### src/rtl/core/wta_pkg.sv
// Shared types, register codes and reset values for the wheel travel accelerator.
`default_nettype none

package wta_pkg;

	// Field widths
	localparam int unsigned POS_W    = 8;
	localparam int unsigned SPEED_W  = 12;
	localparam int unsigned TRAVEL_W = 9;
	localparam int unsigned FLICK_W  = 8;
	localparam int unsigned CFG_IDX_W  = 2;
	localparam int unsigned CFG_DATA_W = 12;

	// Register indexes on the configuration port
	localparam logic [CFG_IDX_W-1:0] REG_FAST_THRESHOLD  = 2'd0;
	localparam logic [CFG_IDX_W-1:0] REG_BRISK_THRESHOLD = 2'd1;
	localparam logic [CFG_IDX_W-1:0] REG_FLICK_MINIMUM   = 2'd2;

	// Register reset values
	localparam logic [SPEED_W-1:0] FAST_THRESHOLD_RST  = 12'h2d0;
	localparam logic [SPEED_W-1:0] BRISK_THRESHOLD_RST = 12'h168;
	localparam logic [FLICK_W-1:0] FLICK_MINIMUM_RST   = 8'd10;

	// Speed saturation ceiling
	localparam logic [SPEED_W-1:0] SPEED_MAX = 12'hfff;

	// Configuration register set
	typedef struct packed {
		logic [SPEED_W-1:0] fast_threshold;
		logic [SPEED_W-1:0] brisk_threshold;
		logic [FLICK_W-1:0] flick_minimum;
	} wta_cfg_t;

	// Tracking state carried between frames
	typedef struct packed {
		logic [POS_W-1:0]   last_position;
		logic               last_valid;
		logic [SPEED_W-1:0] speed;
	} wta_state_t;

	// Outcome of one frame: next state and signed travel
	typedef struct packed {
		wta_state_t                  next;
		logic signed [TRAVEL_W-1:0] travel;
	} wta_step_t;

endpackage

`default_nettype wire

### src/rtl/core/wta_travel.sv
// Combinational travel and speed update for one wheel frame.
`default_nettype none

module wta_travel (
	input  wire logic              contact,
	input  wire logic [7:0]        position,
	input  wire wta_pkg::wta_state_t cur,
	input  wire wta_pkg::wta_cfg_t   cfg,
	output wta_pkg::wta_step_t       step
);
	import wta_pkg::*;

	logic                 pos_gt;
	logic [POS_W-1:0]     diff;
	logic                 far;
	logic [POS_W-2:0]     short_dist;
	logic                 negative;
	logic [POS_W-1:0]     mag;
	logic [SPEED_W:0]     speed_sum;
	logic [SPEED_W-1:0]   speed_acc;
	logic [TRAVEL_W-1:0]  mag_ext;

	// Raw distance and direction
	assign pos_gt = position > cur.last_position;
	assign diff   = pos_gt ? (position - cur.last_position) : (cur.last_position - position);

	// Take the short way round; 255 - d is the bitwise complement, and the direction flips
	assign far        = diff[POS_W-1];
	assign short_dist = far ? ~diff[POS_W-2:0] : diff[POS_W-2:0];
	assign negative   = pos_gt ^ far;

	// Saturating speed accumulation
	assign speed_sum = {1'b0, cur.speed} + {{(SPEED_W-POS_W+2){1'b0}}, short_dist};
	assign speed_acc = speed_sum[SPEED_W] ? SPEED_MAX : speed_sum[SPEED_W-1:0];

	assign mag_ext = {1'b0, mag};

	// Select the acceleration regime and the next state
	always_comb begin
		step.next.last_position = contact ? position : cur.last_position;
		step.next.last_valid    = contact;
		step.next.speed         = cur.speed;
		mag                     = '0;
		step.travel             = '0;
		if (!contact) begin
			step.next.speed = '0;
		end else if (cur.last_valid && (position != cur.last_position)) begin
			if (cur.speed > cfg.fast_threshold) begin
				mag = {short_dist, 1'b0};
			end else if (cur.speed > cfg.brisk_threshold) begin
				mag = {1'b0, short_dist} + {2'b00, short_dist[POS_W-2:1]};
			end else begin
				mag = {1'b0, short_dist};
				if ({1'b0, short_dist} >= cfg.flick_minimum) begin
					step.next.speed = speed_acc;
				end else begin
					step.next.speed = '0;
				end
			end
			step.travel = negative ? $signed(-mag_ext) : $signed(mag_ext);
		end
	end

endmodule

`default_nettype wire

### src/rtl/core/wheel_travel_accelerator.sv
// Top level: input register, per-frame travel update, output register, config registers.
// Each frame passes through the input register and then the result register. Throughput: one
// frame per cycle while results are taken; the frame state updates as the input register drains.
// A held result stalls the input register, and in_ready drops only when both are full.
// Reset (arst_n low, asynchronous): thresholds return to 720/360/10, speed, last position
// and its valid mark clear, and both pipeline registers empty.
`default_nettype none

module wheel_travel_accelerator (
	input  wire logic                                 clk,
	input  wire logic                                 arst_n,
	input  wire logic                                 cfg_wr_en,
	input  wire logic [wta_pkg::CFG_IDX_W-1:0]        cfg_index,
	input  wire logic [wta_pkg::CFG_DATA_W-1:0]       cfg_data,
	input  wire logic                                 in_valid,
	output logic                                      in_ready,
	input  wire logic                                 wheel_contact,
	input  wire logic [wta_pkg::POS_W-1:0]            wheel_pos,
	output logic                                      out_valid,
	input  wire logic                                 out_ready,
	output logic signed [wta_pkg::TRAVEL_W-1:0]       travel
);
	import wta_pkg::*;

	wta_cfg_t               cfg_q;
	wta_state_t             state_q;
	logic                   valid_s1;
	logic                   contact_s1;
	logic [POS_W-1:0]       position_s1;
	logic                   adv_s1;
	wta_step_t              step;
	logic signed [TRAVEL_W-1:0] travel_q;
	logic                   out_valid_q;

	// Configuration writes; unknown indexes are dropped
	always_ff @(posedge clk or negedge arst_n) begin
		if (!arst_n) begin
			cfg_q.fast_threshold  <= FAST_THRESHOLD_RST;
			cfg_q.brisk_threshold <= BRISK_THRESHOLD_RST;
			cfg_q.flick_minimum   <= FLICK_MINIMUM_RST;
		end else if (cfg_wr_en) begin
			case (cfg_index)
				REG_FAST_THRESHOLD:  cfg_q.fast_threshold  <= cfg_data;
				REG_BRISK_THRESHOLD: cfg_q.brisk_threshold <= cfg_data;
				REG_FLICK_MINIMUM:   cfg_q.flick_minimum   <= cfg_data[FLICK_W-1:0];
				default: ;
			endcase
		end
	end

	// Handshake: drain the input register whenever the result register can take it
	assign adv_s1   = valid_s1 && (!out_valid_q || out_ready);
	assign in_ready = !valid_s1 || adv_s1;

	// Input register
	always_ff @(posedge clk or negedge arst_n) begin
		if (!arst_n) begin
			valid_s1 <= 1'b0;
		end else if (in_ready) begin
			valid_s1 <= in_valid;
		end
	end

	always_ff @(posedge clk) begin
		if (in_valid && in_ready) begin
			contact_s1  <= wheel_contact;
			position_s1 <= wheel_pos;
		end
	end

	wta_travel u_travel (
		.contact  (contact_s1),
		.position (position_s1),
		.cur      (state_q),
		.cfg      (cfg_q),
		.step     (step)
	);

	// Advance the frame state with each drained item
	always_ff @(posedge clk or negedge arst_n) begin
		if (!arst_n) begin
			state_q <= '0;
		end else if (adv_s1) begin
			state_q <= step.next;
		end
	end

	// Result register
	always_ff @(posedge clk or negedge arst_n) begin
		if (!arst_n) begin
			out_valid_q <= 1'b0;
		end else if (adv_s1) begin
			out_valid_q <= 1'b1;
		end else if (out_ready) begin
			out_valid_q <= 1'b0;
		end
	end

	always_ff @(posedge clk) begin
		if (adv_s1) begin
			travel_q <= step.travel;
		end
	end

	assign out_valid = out_valid_q;
	assign travel    = travel_q;

	// A frame without contact clears the tracking state and reports no travel
	a_no_contact_clears: assert property (@(posedge clk) disable iff (!arst_n)
		(adv_s1 && !contact_s1) |=>
			(state_q.speed == '0 && !state_q.last_valid && out_valid && travel == '0))
		else $error("no-contact frame did not clear speed and travel");

	// Accelerated travel never leaves -254..254
	a_travel_range: assert property (@(posedge clk) disable iff (!arst_n)
		out_valid |-> !(travel == 9'sh0ff || travel == 9'sh101 || travel == 9'sh100))
		else $error("travel outside the accelerated range");

	// Input side stalls only when both registers are full and the result is held
	a_stall_only_when_full: assert property (@(posedge clk) disable iff (!arst_n)
		!in_ready |-> (valid_s1 && out_valid && !out_ready))
		else $error("input stalled while pipeline had room");

	// A first contact after a no-contact frame reports no travel
	a_first_contact_zero: assert property (@(posedge clk) disable iff (!arst_n)
		(adv_s1 && contact_s1 && !state_q.last_valid) |=>
			(travel == '0 && state_q.last_valid && state_q.last_position == $past(position_s1)))
		else $error("first contact produced travel or lost its position");

endmodule

`default_nettype wire
### config.mk
export PLATFORM = sky130hd
export DESIGN_NAME = wheel_travel_accelerator
export DESIGN_NICKNAME = d
export VERILOG_FILES = /design/src/rtl/core/wta_pkg.sv /design/src/rtl/core/wta_travel.sv /design/src/rtl/core/wheel_travel_accelerator.sv
export SDC_FILE = /design/constraint.sdc
export NUM_CORES = 1
export LEC_CHECK = 0
export BUFFER_PORTS_ARGS = -buffer_cell sky130_fd_sc_hd__buf_2
export CORE_MARGIN = 10
export CORE_UTILIZATION = 50
export DETAILED_ROUTE_END_ITERATION = 8
export GPL_TIMING_DRIVEN = 0
export MAX_ROUTING_LAYER = met4
export PLACE_DENSITY = 0.73
export SLEW_MARGIN = 20
export SYNTH_ARGS = -nofsm -noshare
export SYNTH_HDL_FRONTEND = slang
export SYNTH_SLANG_ARGS = --single-unit
### constraint.sdc
create_clock -name clk -period 6.1 [get_ports clk]
set_input_delay 0.915 -clock clk [delete_from_list [all_inputs] [get_ports clk]]
set_output_delay 0.915 -clock clk [all_outputs]
set_load 0.02 [all_outputs]
==> results.sh <==
export IMPL_p_comb_frac=0.661
export IMPL_worst_slew_pin_slew_ns=0.8518
export IMPL_track_usage=0.1705
export IMPL_clkTransAtPathRegs_ns=0.08
export IMPL_grt_pass1_vias=4608
export IMPL_num_rows=38
export IMPL_ys_warn_count=0
export IMPL_cp_start_kind="register"
export IMPL_critPathRequiredTime_ns=6.22
export IMPL_drc_errors=0
export IMPL_cts_hold_buf=0
export IMPL_drt_iter0_markers=333
export IMPL_layout_drive_gt1_share=0.1758
export IMPL_initial_core_util=0.5127
export IMPL_htreeDepth=3
export IMPL_worstSetupStartpoint="position_s1[0]"
export IMPL_wl_per_cell_microns=16.16
export IMPL_worst_skew_pair_late_latency_ns=0.37
export IMPL_ys_flop_type="dfrtp_1"
export IMPL_routed_via_count=4551
export IMPL_core_area_sq_um=10840
export IMPL_avgSynthCellArea_sq_um=9.263
export IMPL_grt_max_degree=56
export IMPL_whs_ns=0.5004
export IMPL_routed_wl_mm=12.83
export IMPL_layout_common_cells="inv_1 (69), ha_1 (59), nand2_1 (56)"
export IMPL_dieArea_sq_um=15730
export IMPL_cap_violations=0
export IMPL_total_power_w=0.002940
export IMPL_slew_headroom=0.4295
export IMPL_numCtsBuffers=9
export IMPL_synth_seq_cells=73
export IMPL_cts_tree="built"
export IMPL_hp_class="register to register"
export IMPL_postSynthNetCount=690
export IMPL_grt_pass1_wl_mm=22.00
export IMPL_fp_dieW_microns=125.4
export IMPL_clock_skew_ns=0.01462
export IMPL_syn_instance_count=600
export IMPL_crit_type="register to register"
export IMPL_fin_crit_sh=0.8675
export IMPL_outcome="finished, final reports clean"
export IMPL_p_int_w=0.001517
export IMPL_antenna_found_initial=0
export IMPL_syn_cell_area_sq_um=5558
export IMPL_fin_nets=739
export IMPL_setup_viol=0
export IMPL_clockPowerShare=0.118
export IMPL_cts_sinks=73
export IMPL_seqPwrFrac=0.221
export IMPL_crit_fanout=10
export IMPL_hold_viol_final=0
export IMPL_synthArstFlopShare=0.7534
export IMPL_max_vdd_ir_drop_mv=0.2073
export IMPL_firstDrtPassIters=5
export IMPL_min_delay_start="valid_s1"
export IMPL_area_growth_synth_to_final_pct=9.568
export IMPL_gp_congestion=0.9110
export IMPL_switching_share=0.4839
export IMPL_detailed_place_hpwl_mm=9.831
export IMPL_post_cts_buffers=0
export IMPL_p_leak_nw=2.818
export IMPL_rsz0062_at_grt="false"
export IMPL_clockBufferDepth=2
export IMPL_die_y_microns=125.4
export IMPL_yosysSeqAreaShare=0.3471
export IMPL_fin_crit_ns=5.292
export IMPL_cts_root_buf="clkbuf_8"
export IMPL_synth_edff_count=18
export IMPL_io_pins=39
export IMPL_fillCellCount=972
export IMPL_via_per_inst=5.732
export IMPL_timing_fmax_mhz=189.0
export IMPL_rr_startpoint="position_s1[0]"
export IMPL_fin_tns_setup_ns=0
export IMPL_antenna_cells=0
export IMPL_end_kind="register"
export IMPL_net_switching_power_w=0.001423
export IMPL_synth_cell_type_count=75
export IMPL_crit_arrival_ns=5.41
export IMPL_port_buffers=38
export IMPL_drtAntennaViolNets=0
export IMPL_final_max_slew_violation_count=0
export IMPL_grt_ovfl_total=0
export IMPL_power_per_cell_area_nw_per_um2=482.8
export IMPL_layout_commonest_cell="inv_1"
export IMPL_cts_resized=0
-- sequential cells by signal (all words and copies together), names as in the netlist --
register and flops:
state_q 21, out_valid 1, contact_s1 1, cfg_q 32
position_s1 8, valid_s1 1, travel 9
-- critical path, stage by stage, from the launching register on --
cell and delay, ns:
edfxtp_1 0.39, inv_1 0.09, ha_1 0.17, inv_1 0.06
fa_1 0.40, nand3_1 0.12, a21oi_1 0.08, o31a_1 0.30
buf_2 0.20, nor3_1 0.28, a21oi_2 0.11, xnor2_1 0.15
xnor2_1 0.66, ha_1 0.41, and2_1 0.19, o211ai_1 0.16
o31ai_1 0.11, a311oi_1 0.42, a21o_1 0.21, a21o_1 0.14
nand4_1 0.12, o31a_1 0.27
-- synthesized netlist by cell type (7+ instances only) --
master	number	area, sq um
a21o_1	12	90.09
a21oi_1	37	185.2
a31oi_1	10	62.56
and2_1	8	50.05
clkbuf_1	9	33.78
dfrtp_1	45	1126
dfstp_2	10	262.8
edfxtp_1	18	540.5
ha_1	59	738.2
inv_1	69	259.0
mux2_2	24	270.3
nand2_1	56	210.2
nand2b_1	9	56.30
nand3_1	12	60.06
nand4_1	8	50.05
nor2_1	28	105.1
nor3_1	12	60.06
o21ai_0	38	190.2
o31ai_1	7	52.55
xnor2_1	18	157.7
-- final timing paths --
check / to / slack, ns / depth (start not counted)
worst max-delay path: travel[8] / 0.81 / 21
worst min-delay path: out_valid / 0.50 / 1
worst max register to register: travel[8] / 0.81 / 21
worst min register to register: out_valid / 0.50 / 1
max in group asynchronous: state_q[13] / 5.01 / 1
min in group asynchronous: cfg_q[17] / 0.61 / 1
-- layer usage --
metal  share of wire  track usage  vias up
met1            0.47       0.2173     2144
li1                -            -     2236
met5               0            -        -
met2            0.45       0.2575      140
met4           0.028      0.06775        0
met3           0.055      0.03676       31
-- stage by stage --
stage	std cells	worst slack [ns]	instance area [sq um]	utilization
2_1_floorplan	600	1.650	5558	-
5_1_grt	794	0.4263	6090	0.5618
3_3_place_gp	778	1.065	5923	0.5464
3_5_place_dp	778	0.9301	5926	0.5466
6_report	794	0.8083	6090	0.5618
4_1_cts	794	0.8942	6090	0.5618
-- area by class of cell --
class | count | area, sq um | share of cell area
multi-input combinational | 439 | 3281 | 0.5387
sequential | 73 | 1929 | 0.3168
inverter | 70 | 262.8 | 0.04315
timing repair buffer | 38 | 192.7 | 0.03164
tap | 140 | 175.2 | 0.02877
clock buffer | 11 | 131.4 | 0.02157
buffer | 18 | 85.08 | 0.01397
clock inverter | 5 | 32.53 | 0.005342
-- power groups by stage --
stage	logic [W]	clock network (W)	registers, W
final	0.00194	0.000347	0.000651
after global routing	0.00218	0.000374	0.000662
after CTS	0.00192	0.000348	0.000651
after detailed placement	0.00189	0	0.000661
after global placement	0.00183	0	0.000657
after floorplan	0.00149	0	0.000664
-- logic make-up after synthesis --
| logic type | count (synthesis) | share of synthesized area |
|---|---|---|
| AOI/OAI and AO/OA | 157 | 0.1905 |
| xor gates and xnor gates | 24 | 0.03917 |
| adders and majority gates | 66 | 0.1511 |
| buffers and inverters | 88 | 0.06258 |
| DFF | 73 | 0.3471 |
| muxes | 28 | 0.05583 |
| and+or+nand+nor | 164 | 0.1538 |
(Power assumes the default switching activity.)
